`src/hw/rtl/mmx_pkg.sv`:
```
package mmx_pkg;

    localparam int VAL_W = 31;
    localparam logic [VAL_W-1:0] VAL_MAX = {VAL_W{1'b1}};

    localparam logic [7:0] CHAR_AMP    = 8'h26;
    localparam logic [7:0] CHAR_BAR    = 8'h7C;
    localparam logic [7:0] CHAR_LPAREN = 8'h28;
    localparam logic [7:0] CHAR_RPAREN = 8'h29;
    localparam logic [7:0] CHAR_ZERO   = 8'h30;
    localparam logic [7:0] CHAR_NINE   = 8'h39;

    // Operator stack entry codes.
    typedef enum logic [1:0] {
        OP_OPEN = 2'd0,
        OP_MIN  = 2'd1,
        OP_MAX  = 2'd2
    } op_t;

    // Commands from the controller to the datapath.
    typedef struct packed {
        logic latch;      // capture the input beat
        logic acc_digit;  // fold a digit into the open number
        logic close_num;  // push the open number, if any
        logic read_top;   // fetch the entries under both stack tops
        logic pop_apply;  // pop the top operator and apply it
        logic push_op;    // push the operator of the held character
        logic load_out;   // capture the result and clear for the next expression
    } dp_cmd_t;

    // Status from the datapath to the controller.
    typedef struct packed {
        logic is_digit;
        logic is_minmax;
        logic is_lparen;
        logic is_rparen;
        logic last;
        logic op_empty;
        logic op_top_open;
    } dp_stat_t;

endpackage

```
`src/hw/rtl/mmx_if.sv`:
```
interface mmx_in_if;
    logic       valid;
    logic       ready;
    logic [7:0] character;
    logic       last;

    modport source (output valid, output character, output last, input ready);
    modport sink (input valid, input character, input last, output ready);
endinterface

interface mmx_out_if;
    logic                      valid;
    logic                      ready;
    logic [mmx_pkg::VAL_W-1:0] value;
    logic                      no_value;
    logic                      malformed;

    modport source (output valid, output value, output no_value, output malformed,
                    input ready);
    modport sink (input valid, input value, input no_value, input malformed,
                  output ready);
endinterface

```
`src/hw/rtl/mmx_datapath.sv`:
```
module mmx_datapath #(
    parameter int STACK_DEPTH = 64
) (
    input  logic                      clk,
    input  logic                      rst_n,
    input  logic [7:0]                character,
    input  logic                      last,
    input  mmx_pkg::dp_cmd_t          cmd,
    output mmx_pkg::dp_stat_t         stat,
    output logic [mmx_pkg::VAL_W-1:0] value,
    output logic                      no_value,
    output logic                      malformed
);
    import mmx_pkg::*;

    localparam int CW = $clog2(STACK_DEPTH + 1);
    localparam int AW = $clog2(STACK_DEPTH);
    localparam logic [CW-1:0] DEPTH_C = CW'(STACK_DEPTH);
    localparam logic [CW-1:0] ONE_C   = CW'(1);
    localparam logic [CW-1:0] TWO_C   = CW'(2);

    // The top entry of each stack lives in a register; the memories hold the rest.
    logic [VAL_W-1:0] vmem [STACK_DEPTH];
    op_t              omem [STACK_DEPTH];

    logic [7:0]       char_reg;
    logic             last_reg;
    logic [VAL_W-1:0] val_top_reg;
    op_t              op_top_reg;
    logic [VAL_W-1:0] vrd_reg;
    op_t              ord_reg;
    logic [VAL_W-1:0] value_reg;
    logic             no_value_reg;
    logic             malformed_reg;

    logic [CW-1:0]    vcnt_reg, vcnt_next;
    logic [CW-1:0]    ocnt_reg, ocnt_next;
    logic [VAL_W-1:0] pending_reg, pending_next;
    logic             num_open_reg, num_open_next;
    logic             err_reg, err_next;

    logic [VAL_W+3:0] acc_sum;
    logic [VAL_W-1:0] acc_sat;
    logic [CW-1:0]    vcnt_m1, vcnt_m2, ocnt_m1, ocnt_m2;
    logic [AW-1:0]    vaddr_wr, vaddr_rd, oaddr_wr, oaddr_rd;
    logic             v_room, o_room, v_pair;
    logic             do_vpush, do_opush, do_combine;
    logic [VAL_W-1:0] combined;
    op_t              new_op;

    assign vcnt_m1  = vcnt_reg - ONE_C;
    assign vcnt_m2  = vcnt_reg - TWO_C;
    assign ocnt_m1  = ocnt_reg - ONE_C;
    assign ocnt_m2  = ocnt_reg - TWO_C;
    assign vaddr_wr = vcnt_m1[AW-1:0];
    assign oaddr_wr = ocnt_m1[AW-1:0];
    assign vaddr_rd = (vcnt_reg >= TWO_C) ? vcnt_m2[AW-1:0] : '0;
    assign oaddr_rd = (ocnt_reg >= TWO_C) ? ocnt_m2[AW-1:0] : '0;

    assign v_room = (vcnt_reg < DEPTH_C);
    assign o_room = (ocnt_reg < DEPTH_C);
    assign v_pair = (vcnt_reg >= TWO_C);

    assign do_vpush   = cmd.close_num && num_open_reg && v_room;
    assign do_opush   = cmd.push_op && o_room;
    assign do_combine = cmd.pop_apply && (op_top_reg != OP_OPEN) && v_pair;

    // Decimal accumulate: pending * 10 + digit, saturating.
    assign acc_sum = ({4'b0, pending_reg} << 3) + ({4'b0, pending_reg} << 1)
                   + {{VAL_W{1'b0}}, char_reg[3:0]};
    assign acc_sat = (acc_sum > {4'b0, VAL_MAX}) ? VAL_MAX : acc_sum[VAL_W-1:0];

    always_comb
    begin
        if (op_top_reg == OP_MIN)
        begin
            combined = (vrd_reg < val_top_reg) ? vrd_reg : val_top_reg;
        end
        else
        begin
            combined = (vrd_reg > val_top_reg) ? vrd_reg : val_top_reg;
        end
    end

    always_comb
    begin
        if (char_reg == CHAR_AMP)
        begin
            new_op = OP_MIN;
        end
        else if (char_reg == CHAR_BAR)
        begin
            new_op = OP_MAX;
        end
        else
        begin
            new_op = OP_OPEN;
        end
    end

    always_comb
    begin
        vcnt_next     = vcnt_reg;
        ocnt_next     = ocnt_reg;
        pending_next  = pending_reg;
        num_open_next = num_open_reg;
        err_next      = err_reg;
        if (cmd.load_out)
        begin
            vcnt_next     = '0;
            ocnt_next     = '0;
            pending_next  = '0;
            num_open_next = 1'b0;
            err_next      = 1'b0;
        end
        if (cmd.acc_digit)
        begin
            pending_next  = acc_sat;
            num_open_next = 1'b1;
        end
        if (cmd.close_num && num_open_reg)
        begin
            if (v_room)
            begin
                vcnt_next = vcnt_reg + ONE_C;
            end
            else
            begin
                err_next = 1'b1;
            end
            pending_next  = '0;
            num_open_next = 1'b0;
        end
        if (cmd.push_op)
        begin
            if (o_room)
            begin
                ocnt_next = ocnt_reg + ONE_C;
            end
            else
            begin
                err_next = 1'b1;
            end
        end
        if (cmd.pop_apply)
        begin
            ocnt_next = ocnt_m1;
            if (op_top_reg != OP_OPEN)
            begin
                if (v_pair)
                begin
                    vcnt_next = vcnt_m1;
                end
                else
                begin
                    err_next = 1'b1;
                end
            end
        end
    end

    always_ff @(posedge clk or negedge rst_n)
    begin
        if (!rst_n)
        begin
            vcnt_reg     <= '0;
            ocnt_reg     <= '0;
            pending_reg  <= '0;
            num_open_reg <= 1'b0;
            err_reg      <= 1'b0;
        end
        else
        begin
            vcnt_reg     <= vcnt_next;
            ocnt_reg     <= ocnt_next;
            pending_reg  <= pending_next;
            num_open_reg <= num_open_next;
            err_reg      <= err_next;
        end
    end

    always_ff @(posedge clk)
    begin
        if (cmd.latch)
        begin
            char_reg <= character;
            last_reg <= last;
        end
        if (do_vpush)
        begin
            val_top_reg <= pending_reg;
        end
        else if (do_combine)
        begin
            val_top_reg <= combined;
        end
        if (do_opush)
        begin
            op_top_reg <= new_op;
        end
        else if (cmd.pop_apply)
        begin
            op_top_reg <= ord_reg;
        end
        if (cmd.load_out)
        begin
            value_reg     <= (vcnt_reg != '0) ? val_top_reg : '0;
            no_value_reg  <= (vcnt_reg == '0);
            malformed_reg <= err_reg;
        end
    end

    // Stack memories: one write and one registered read per cycle.
    always_ff @(posedge clk)
    begin
        if (do_vpush && (vcnt_reg != '0))
        begin
            vmem[vaddr_wr] <= val_top_reg;
        end
        if (cmd.read_top)
        begin
            vrd_reg <= vmem[vaddr_rd];
        end
    end

    always_ff @(posedge clk)
    begin
        if (do_opush && (ocnt_reg != '0))
        begin
            omem[oaddr_wr] <= op_top_reg;
        end
        if (cmd.read_top)
        begin
            ord_reg <= omem[oaddr_rd];
        end
    end

    assign stat.is_digit    = (char_reg >= CHAR_ZERO) && (char_reg <= CHAR_NINE);
    assign stat.is_minmax   = (char_reg == CHAR_AMP) || (char_reg == CHAR_BAR);
    assign stat.is_lparen   = (char_reg == CHAR_LPAREN);
    assign stat.is_rparen   = (char_reg == CHAR_RPAREN);
    assign stat.last        = last_reg;
    assign stat.op_empty    = (ocnt_reg == '0);
    assign stat.op_top_open = (op_top_reg == OP_OPEN);

    assign value     = value_reg;
    assign no_value  = no_value_reg;
    assign malformed = malformed_reg;

endmodule

```
`src/hw/rtl/mmx_ctrl.sv`:
```
module mmx_ctrl (
    input  logic              clk,
    input  logic              rst_n,
    input  logic              in_valid,
    output logic              in_ready,
    output logic              out_valid,
    input  logic              out_ready,
    input  mmx_pkg::dp_stat_t stat,
    output mmx_pkg::dp_cmd_t  cmd
);
    import mmx_pkg::*;

    typedef enum logic [3:0] {
        S_IDLE,
        S_DECODE,
        S_REDUCE,
        S_APPLY_R,
        S_APPLY_P,
        S_PUSHOP,
        S_FIN_CLOSE,
        S_FLUSH,
        S_APPLY_F,
        S_OUT
    } state_t;

    state_t state_reg, state_next, done_state;
    logic   out_valid_reg, out_valid_next;

    // Where a character's work ends: back to idle, or on to the final flush.
    assign done_state = stat.last ? S_FIN_CLOSE : S_IDLE;

    always_comb
    begin
        cmd            = '0;
        state_next     = state_reg;
        out_valid_next = out_valid_reg && !out_ready;
        unique case (state_reg)
            S_IDLE:
            begin
                if (in_valid)
                begin
                    cmd.latch  = 1'b1;
                    state_next = S_DECODE;
                end
            end
            S_DECODE:
            begin
                if (stat.is_digit)
                begin
                    cmd.acc_digit = 1'b1;
                    state_next    = done_state;
                end
                else
                begin
                    cmd.close_num = 1'b1;
                    if (stat.is_minmax || stat.is_rparen)
                    begin
                        state_next = S_REDUCE;
                    end
                    else if (stat.is_lparen)
                    begin
                        state_next = S_PUSHOP;
                    end
                    else
                    begin
                        state_next = done_state;
                    end
                end
            end
            S_REDUCE:
            begin
                if (!stat.op_empty && !stat.op_top_open)
                begin
                    cmd.read_top = 1'b1;
                    state_next   = S_APPLY_R;
                end
                else if (stat.is_rparen)
                begin
                    if (!stat.op_empty)
                    begin
                        cmd.read_top = 1'b1;
                        state_next   = S_APPLY_P;
                    end
                    else
                    begin
                        state_next = done_state;
                    end
                end
                else
                begin
                    state_next = S_PUSHOP;
                end
            end
            S_APPLY_R:
            begin
                cmd.pop_apply = 1'b1;
                state_next    = S_REDUCE;
            end
            S_APPLY_P:
            begin
                cmd.pop_apply = 1'b1;
                state_next    = done_state;
            end
            S_PUSHOP:
            begin
                cmd.push_op = 1'b1;
                state_next  = done_state;
            end
            S_FIN_CLOSE:
            begin
                cmd.close_num = 1'b1;
                state_next    = S_FLUSH;
            end
            S_FLUSH:
            begin
                if (stat.op_empty)
                begin
                    state_next = S_OUT;
                end
                else
                begin
                    cmd.read_top = 1'b1;
                    state_next   = S_APPLY_F;
                end
            end
            S_APPLY_F:
            begin
                cmd.pop_apply = 1'b1;
                state_next    = S_FLUSH;
            end
            S_OUT:
            begin
                if (!out_valid_reg || out_ready)
                begin
                    cmd.load_out   = 1'b1;
                    out_valid_next = 1'b1;
                    state_next     = S_IDLE;
                end
            end
            default:
            begin
                state_next = S_IDLE;
            end
        endcase
    end

    always_ff @(posedge clk or negedge rst_n)
    begin
        if (!rst_n)
        begin
            state_reg     <= S_IDLE;
            out_valid_reg <= 1'b0;
        end
        else
        begin
            state_reg     <= state_next;
            out_valid_reg <= out_valid_next;
        end
    end

    assign in_ready  = (state_reg == S_IDLE);
    assign out_valid = out_valid_reg;

endmodule

```
`src/hw/rtl/minmax_expression_evaluator_unit.sv`:
```
// Channel  Modport  Beat payload                      Meaning
// -------  -------  --------------------------------  ---------------------------------
// expr     sink     character[7:0], last              one byte of expression text
// result   source   value[30:0], no_value, malformed  one result per expression
//
// A digit or a skipped byte ends in decode; '(' adds an operator push. '&' and '|' apply
// each operator above the last '(' (equal precedence bounds that to one), then push; ')'
// applies the same way, then pops its '(' if any. Each apply is a registered stack read
// and then the pop. A beat marked last closes the open number and flushes the stack.
// Reset clears counts, flags and the open number; entries read above the counts go unused.
// Only a result that finds the previous one still waiting in the output register stalls.
module minmax_expression_evaluator_unit #(
    parameter int STACK_DEPTH = 64
) (
    input logic      clk,
    input logic      rst_n,
    mmx_in_if.sink   expr,
    mmx_out_if.source result
);
    import mmx_pkg::*;

    // Commands and status between the sequencer and the stack datapath.
    dp_cmd_t  cmd;
    dp_stat_t stat;

    // The controller walks one byte at a time through decode, reduce and
    // push steps, and runs the final flush loop when the last beat arrives.
    mmx_ctrl u_ctrl (
        .clk       (clk),
        .rst_n     (rst_n),
        .in_valid  (expr.valid),
        .in_ready  (expr.ready),
        .out_valid (result.valid),
        .out_ready (result.ready),
        .stat      (stat),
        .cmd       (cmd)
    );

    // The datapath holds both stacks, their counts, the number being built,
    // the error flag and the output register.
    mmx_datapath #(
        .STACK_DEPTH (STACK_DEPTH)
    ) u_datapath (
        .clk       (clk),
        .rst_n     (rst_n),
        .character (expr.character),
        .last      (expr.last),
        .cmd       (cmd),
        .stat      (stat),
        .value     (result.value),
        .no_value  (result.no_value),
        .malformed (result.malformed)
    );

endmodule

```
`src/flat_wrapper.sv`:
```
// flat-port wrapper written by rule: the top's interface ports become plain ports
module minmax_expression_evaluator_unit_flat import mmx_pkg::*;
#(
    parameter int STACK_DEPTH = 64
)
  (clk, rst_n, expr_valid, expr_character, expr_last, expr_ready, result_valid, result_value, result_no_value, result_malformed, result_ready);
  mmx_in_if expr_i ();
  mmx_out_if result_i ();
  input logic clk;
  input logic rst_n;
  input wire logic [$bits(expr_i.valid)-1:0] expr_valid;
  input wire logic [$bits(expr_i.character)-1:0] expr_character;
  input wire logic [$bits(expr_i.last)-1:0] expr_last;
  output wire logic [$bits(expr_i.ready)-1:0] expr_ready;
  output wire logic [$bits(result_i.valid)-1:0] result_valid;
  output wire logic [$bits(result_i.value)-1:0] result_value;
  output wire logic [$bits(result_i.no_value)-1:0] result_no_value;
  output wire logic [$bits(result_i.malformed)-1:0] result_malformed;
  input wire logic [$bits(result_i.ready)-1:0] result_ready;
  assign expr_i.valid = expr_valid;
  assign expr_i.character = expr_character;
  assign expr_i.last = expr_last;
  assign expr_ready = expr_i.ready;
  assign result_valid = result_i.valid;
  assign result_value = result_i.value;
  assign result_no_value = result_i.no_value;
  assign result_malformed = result_i.malformed;
  assign result_i.ready = result_ready;
  minmax_expression_evaluator_unit #(.STACK_DEPTH(STACK_DEPTH)) u_core (.clk(clk), .rst_n(rst_n), .expr(expr_i), .result(result_i));
endmodule
```
`config.mk`:
```
export PLATFORM = sky130hd
export DESIGN_NAME = minmax_expression_evaluator_unit_flat
export DESIGN_NICKNAME = d
export VERILOG_FILES = /design/src/hw/rtl/mmx_pkg.sv /design/src/hw/rtl/mmx_if.sv /design/src/hw/rtl/mmx_datapath.sv /design/src/hw/rtl/mmx_ctrl.sv /design/src/hw/rtl/minmax_expression_evaluator_unit.sv /design/src/flat_wrapper.sv
export SDC_FILE = /design/constraint.sdc
export NUM_CORES = 2
export LEC_CHECK = 0
export BUFFER_PORTS_ARGS = -buffer_cell sky130_fd_sc_hd__buf_2
export CAP_MARGIN = 10
export CORE_UTILIZATION = 35
export DETAILED_ROUTE_END_ITERATION = 7
export SYNTH_ARGS = -nofsm -noshare
export SYNTH_HDL_FRONTEND = slang
export SYNTH_SLANG_ARGS = --single-unit
```
`constraint.sdc`:
```
create_clock -name clk -period 10.55 [get_ports clk]
set_input_delay 2.11 -clock clk [delete_from_list [all_inputs] [get_ports clk]]
set_output_delay 2.11 -clock clk [all_outputs]
set_load 0.1 [all_outputs]
```
### After elaboration in Yosys (flattened, before gate mapping)

Memories as Yosys holds them, arrays and structs flattened. A register that Yosys moved wholly into a read port is not among the register bits.
Cells that the tools add are included.

* memory bits (read-only): 0
* bits of input ports: 13
* latch bits: 0
* output and inout bits: 35
* memories kept: 2
* RAM bits: 2112
* register bits after elaboration: 127
* logic and storage cells: 150

Memory list
* u_core.u_datapath.vmem: depth 64, bits a word 31, read ports 1, clocked after Yosys merged registers in 1, write ports 1, line mmx_datapath.sv:23 `logic [VAL_W-1:0] vmem [STACK_DEPTH];`
* u_core.u_datapath.omem: depth 64, bits a word 2, read ports 1, clocked after Yosys merged registers in 1, write ports 1, line mmx_datapath.sv:24 `op_t omem [STACK_DEPTH];`

* div/mod/pow operators: 0
* equality and inequality tests: 17
* order comparisons: 9
* reductions and logical operators: 33
* muxes and demuxes: 67
* add/sub/neg operators: 8
* bitwise logic cells: 0
* $mul: 0
* shifts and indexed selects: 0

Operator list (count)
* $mux W31: 9
* $mux W7: 10
* $add A34 B32 Y35: 1
* $add A35 B4 Y35: 1
* $gt A35 B31 Y1 const B: 1
* $mux W4: 8
* $pmux W4 S8: 1
* $gt A31 B31 Y1: 1
* $lt A31 B31 Y1: 1
* $mux W1: 30
* $eq A8 B6 Y1 const B: 3
* $eq A4 B3 Y1 const B: 4
* $add A7 B1 Y7 const B: 2
* $ge A7 B2 Y1 const B: 2
* $logic_not A7 Y1: 2
* $lt A7 B7 Y1 const B: 2
* $reduce_bool A7 Y1: 2
* $sub A7 B1 Y7 const B: 2
* $mux W6: 2
* $sub A6 B2 Y6 const B: 2
* $logic_and A1 B1 Y1: 10
* $eq A4 B2 Y1 const B: 2
* $eq A4 B4 Y1 const B: 2
* $eq A8 B7 Y1 const B: 1
* other kinds (19): 33

### Depth between registers and ports, before layout

* word-level depth: 12
* depth in mapped cells: 14
* mapped depth without buffers: 12

### Cells and area by module

Synthesis repeated with hierarchy kept, for this count alone.

* cells, all modules: 6781
* area total of the unflattened synthesis: 93290.7 µm²

Modules (own cells, without submodules)
* mmx_datapath: seq. area each 67840.1 µm², cells an instance 6719, area an instance 92767.7 µm², times used 1
* mmx_ctrl: seq. area each 125.1 µm², cells an instance 62, area an instance 523.0 µm², times used 1

### Worst setup path after synthesis

Ideal clock, no wire load.

* path type: reg2reg
* start: reg u_core.u_datapath.op_top_reg[1]
* end: reg u_core.u_datapath.ord_reg[0], read port of u_core.u_datapath.omem (enable)
* arrival time: 5086 ps
* path buffers: 0
* setup time: 518 ps
* clock period less this slack: 5604 ps
* path slack: 4946 ps
* data required time: 10032 ps
* cell stages (with the launch flop): 5
* cells stage by stage: edfxtp_1 > nor2_1 > a211oi_1 > a21oi_1 > nor4b_1

RTL lines
* from (decl): line mmx_datapath.sv:29 `op_t op_top_reg;`
* from (signal assigned): line mmx_datapath.sv:199 `op_top_reg <= new_op;`
* from (signal assigned): line mmx_datapath.sv:203 `op_top_reg <= ord_reg;`
* to (decl): line mmx_datapath.sv:31 `op_t ord_reg;`

### Final worst setup path

* start: reg u_core.u_datapath.vcnt_reg[2]
* end: reg u_core.u_datapath.vrd_reg[5], read port of u_core.u_datapath.vmem (data pin)

* cells in the longest elaborated chain, start to end: 2
* elaborated cells on any way between the ends: 3
* classes of those cells: add/sub: 1; order compare: 1; mux: 1

RTL lines
* from (decl): line mmx_datapath.sv:36 `logic [CW-1:0] vcnt_reg, vcnt_next;`
* from (signal assigned): line mmx_datapath.sv:174 `vcnt_reg <= vcnt_next;`
* $sub A6 B2 Y6 / $ge A7 B2 Y1 (equally long branches): line mmx_datapath.sv:52, mmx_datapath.sv:57
* $mux W6 (*): line mmx_datapath.sv:57 `assign vaddr_rd = (vcnt_reg >= TWO_C) ? vcnt_m2[AW-1:0] : '0;`
* to (decl): line mmx_datapath.sv:30 `logic [VAL_W-1:0] vrd_reg;`

Mark *: on every way between the ends. The rest lies on a longest branch, timed or not.
A chain may end at the register's enable or synchronous reset.

==> run_results.csv <==
group,metric,value,unit
cells_and_area,final_util,39.8,%
critical_path,cp.required,11070,ps
synthesis,yosysSeqAreaShare,75.3,%
routing,drt-initial-drc-count,6115,
floorplan,pin_count,48,
synthesis,syn_area_per_cell,19.6,sq um
cells_and_area,syn2layout_area_growth,13.1,%
placed_design,place_hpwl,132000,um
routing,vias,47196,
critical_path,end_kind,"flip-flop",
cts,cts_root_buffer,"clkbuf_16",
power,ir_drop,0.427,mV
global_route,use_met1,26.1,%
global_route,grt_pass1_wl,346000,um
floorplan,num_rows,186,
global_route,grt-ovfl-total,0,
routing,routed_wl,244000,um
critical_path,rrSetupSlack,4720,ps
cells_and_area,fillers,22714,
global_route,met3_usage,2.68,%
synthesis,syn_inst,4607,
hold_path,hold_depth,2,
global_route,grt_max_degree,146,
critical_path,worstSetupStartpointType,"flip-flop",
critical_path,critPathMaxFanout,103,
synthesis,synth_nets,4727,
timing,slew_headroom,18.8,%
critical_path,cp_slowest_cell,"buf_4",
timing,skew,78.6,ps
hold_path,min_path_type,"flip-flop to flip-flop",
routing,wire_per_inst,29.2,um
hold_path,hold_path_end,"u_core.u_datapath.num_open_reg$_DFFE_PN0P_",
routing,routed_via_density,5.66,
placed_design,portBuffers,47,
global_route,antenna_found_initial,17,
synthesis,synth_edf_count,2220,
synthesis,yosys.area.top_type,"edfxtp_1",
critical_path,regToRegStartpoint,"u_core.u_datapath.vcnt_reg[2]$_DFF_PN0_",
cells_and_area,largestRegisters,"u_core.u_datapath.vmem (1984), u_core.u_datapath.omem (128)",
timing,setup_viol,0,
synthesis,synth_cell_types,75,
timing,min_period_over_period,55.3,%
timing,slew_viol_final,0,
timing,grt_setup_unrepaired,"false",
cells_and_area,drive_gt1_share,22.0,%
cts,holdBufCountCts,0,
synthesis,synth_seq_cells,2272,
placed_design,place.gp.congestion,0.828,
cts,cts_resized,0,
timing,worst_pin_slew,1210,ps
critical_path,critical_path.cell_chain,"inv_1, ha_1, or3b_4, or2_1, o21ai_4, buf_12, buf_4, mux4_2, a22oi_1, a21oi_1, or4_1",
cts,clk_pin_slew,60,ps
cells_and_area,largest-register,"u_core.u_datapath.vmem",
synthesis,yosysWarningCount,0,
critical_path,crit_arrival,6360,ps
critical_path,timing.rr.end,"u_core.u_datapath.vrd_reg[5]$_DFFE_PP_",
synthesis,yosys.area.top_type_share,73.9,%
critical_path,worstSetupPathType,"flip-flop to flip-flop",
timing,max_freq,171,MHz
cts,cts_made_buffers,217,
timing,tns,0,ps
global_route,grtUsageTotal,18.5,%
global_route,first_global_vias,47108,
cts,cts_sinks,2272,
power,leakagePower,32.1,nW
outcome,status,"finished clean",
global_route,grt.busiest_layer,"met2",
synthesis,async_flop_share,2.29,%
cells_and_area,final_common_cell,"edfxtp_1",
synthesis,synthTopCellsByArea,"edfxtp_1 74%, mux4_2 13%, a22oi_1 2.1%",
floorplan,die_h,510,um
routing,antenna_left,0,
routing,dr.pass1.iters,6,
synthesis,synth_ff_type,"edfxtp_1",
cts,cts_tree,"built",
power,power_density,277,nW/um^2
floorplan,die_w,510,um
flow_run,drv_cap,0,
floorplan,die_area,260000,sq um
floorplan,initial_core_util,35.2,%
hold_path,hp-start,"u_core.u_datapath.num_open_reg$_DFFE_PN0P_",
cts,clk_path_buf_depth,3,
cts,clock_latency,860,ps
cells_and_area,final_cell_mix,"2220 x edfxtp_1, 501 x mux4_2, 254 x a22oi_1, 240 x a21oi_1, 221 x clkbuf_16",
cells_and_area,largest_reg_flops,1984,
critical_path,cp_slowest_stage_delay,870,ps
global_route,grtUsageMet2,30.0,%
floorplan,core-area,256000,sq um
timing,post-route-min-period,5830,ps
cts,htree_levels,4,
critical_path,reg2reg_depth,11,
timing,final-hold-violation-count,0,
routing,drc,0,
synthesis,syn_area,90200,sq um
cts,postCtsSetupBuffers,0,
cells_and_area,fin_nets,4884,
-- critical path: cells and delay by family, from the launching register on --
family          cells  cell delay (ps)
buf+inv             3             1720
flops               1              500
fa+ha+maj           1              220
simple gates        3             1260
mux                 1              600
compound gates      3             1010
-- kinds of logic after synthesis --
| kind of cell | count (synthesis) | synth area share (%) |
|---|---|---|
| multiplexers | 515 | 12.7 |
| AND/OR/NAND/NOR | 640 | 3.31 |
| XOR/XNOR | 43 | 0.417 |
| AO/OA/AOI/OAI | 718 | 5.14 |
| flip-flops | 2272 | 75.3 |
| adder cells (fa/ha/maj) | 107 | 1.50 |
| buffers and inverters | 312 | 1.63 |
-- worst max path at each step --
| stage | to | slack, ps | cells after the start | from |
|---|---|---|---|---|
| floorplan | u_core.u_datapath.ord_reg[0]$_DFFE_PP_ | 4950 | 4 | u_core.u_datapath.op_top_reg[1]$_DFFE_PP_ |
| global placement | u_core.u_datapath.vrd_reg[5]$_DFFE_PP_ | 4680 | 11 | u_core.u_datapath.vcnt_reg[1]$_DFF_PN0_ |
| detailed placement | u_core.u_datapath.vrd_reg[4]$_DFFE_PP_ | 4670 | 11 | u_core.u_datapath.vcnt_reg[1]$_DFF_PN0_ |
| CTS | u_core.u_datapath.vrd_reg[5]$_DFFE_PP_ | 4630 | 11 | u_core.u_datapath.vcnt_reg[2]$_DFF_PN0_ |
| global route | u_core.u_datapath.vrd_reg[5]$_DFFE_PP_ | 4290 | 11 | u_core.u_datapath.vcnt_reg[1]$_DFF_PN0_ |
| finish | u_core.u_datapath.vrd_reg[5]$_DFFE_PP_ | 4720 | 11 | u_core.u_datapath.vcnt_reg[2]$_DFF_PN0_ |
-- power breakdown --
| part | total [mW] | switching, mW | internal, mW |
|---|---|---|---|
| registers | 11.3 | 0.379 | 10.9 |
| clock network | 7.56 | 3.39 | 4.17 |
| logic | 9.42 | 6.17 | 3.26 |
-- synthesized netlist by cell type, drive strengths merged, types with 13 or more instances --
| cell type | number |
|---|---|
| xor2 | 24 |
| a22oi | 254 |
| or2 | 13 |
| a21o | 19 |
| nor3 | 25 |
| xnor2 | 19 |
| a31oi | 33 |
| inv | 62 |
| nand2b | 15 |
| edfxtp | 2220 |
| mux4 | 501 |
| dfrtp | 52 |
| o21ai | 67 |
| or3 | 15 |
| buf | 129 |
| o22ai | 14 |
| ha | 105 |
| nor2 | 227 |
| a21oi | 241 |
| nand2 | 203 |
| nand3 | 30 |
| nand4 | 17 |
| or4 | 32 |
| nor2b | 16 |
| clkbuf | 121 |
-- per-stage QoR --
stage | area [sq um] | hold slack, ps | setup slack (ps) | instances | power [mW]
finish | 102000 | 478 | 4720 | 8334 | 28.3
floorplan | 90200 | 424 | 4950 | 4607 | 17.4
detailed placement | 95100 | 473 | 4670 | 7927 | 20.9
global route | 102000 | 503 | 4290 | 8330 | 29.3
global placement | 95100 | 465 | 4680 | 7927 | 20.8
CTS | 102000 | 488 | 4630 | 8325 | 28.4
-- area by class of cell --
class | count | area, sq um | share of cell area (%)
flip-flops and latches | 2272 | 68000 | 66.6
multi-input cells | 2023 | 21300 | 20.9
clock buffers | 277 | 5780 | 5.66
well taps | 3384 | 4230 | 4.15
repair buffers | 188 | 1410 | 1.38
clock inverters | 121 | 1080 | 1.06
inverters | 62 | 233 | 0.228
diodes | 7 | 17.5 | 0.0172
-- routing by layer --
layer,routed length [um],part of all wire [%]
met3,18900,7.7
met4,6200,2.5
met5,23,0.0094
met1,102000,42
met2,117000,48
(Power assumes the default switching activity.)
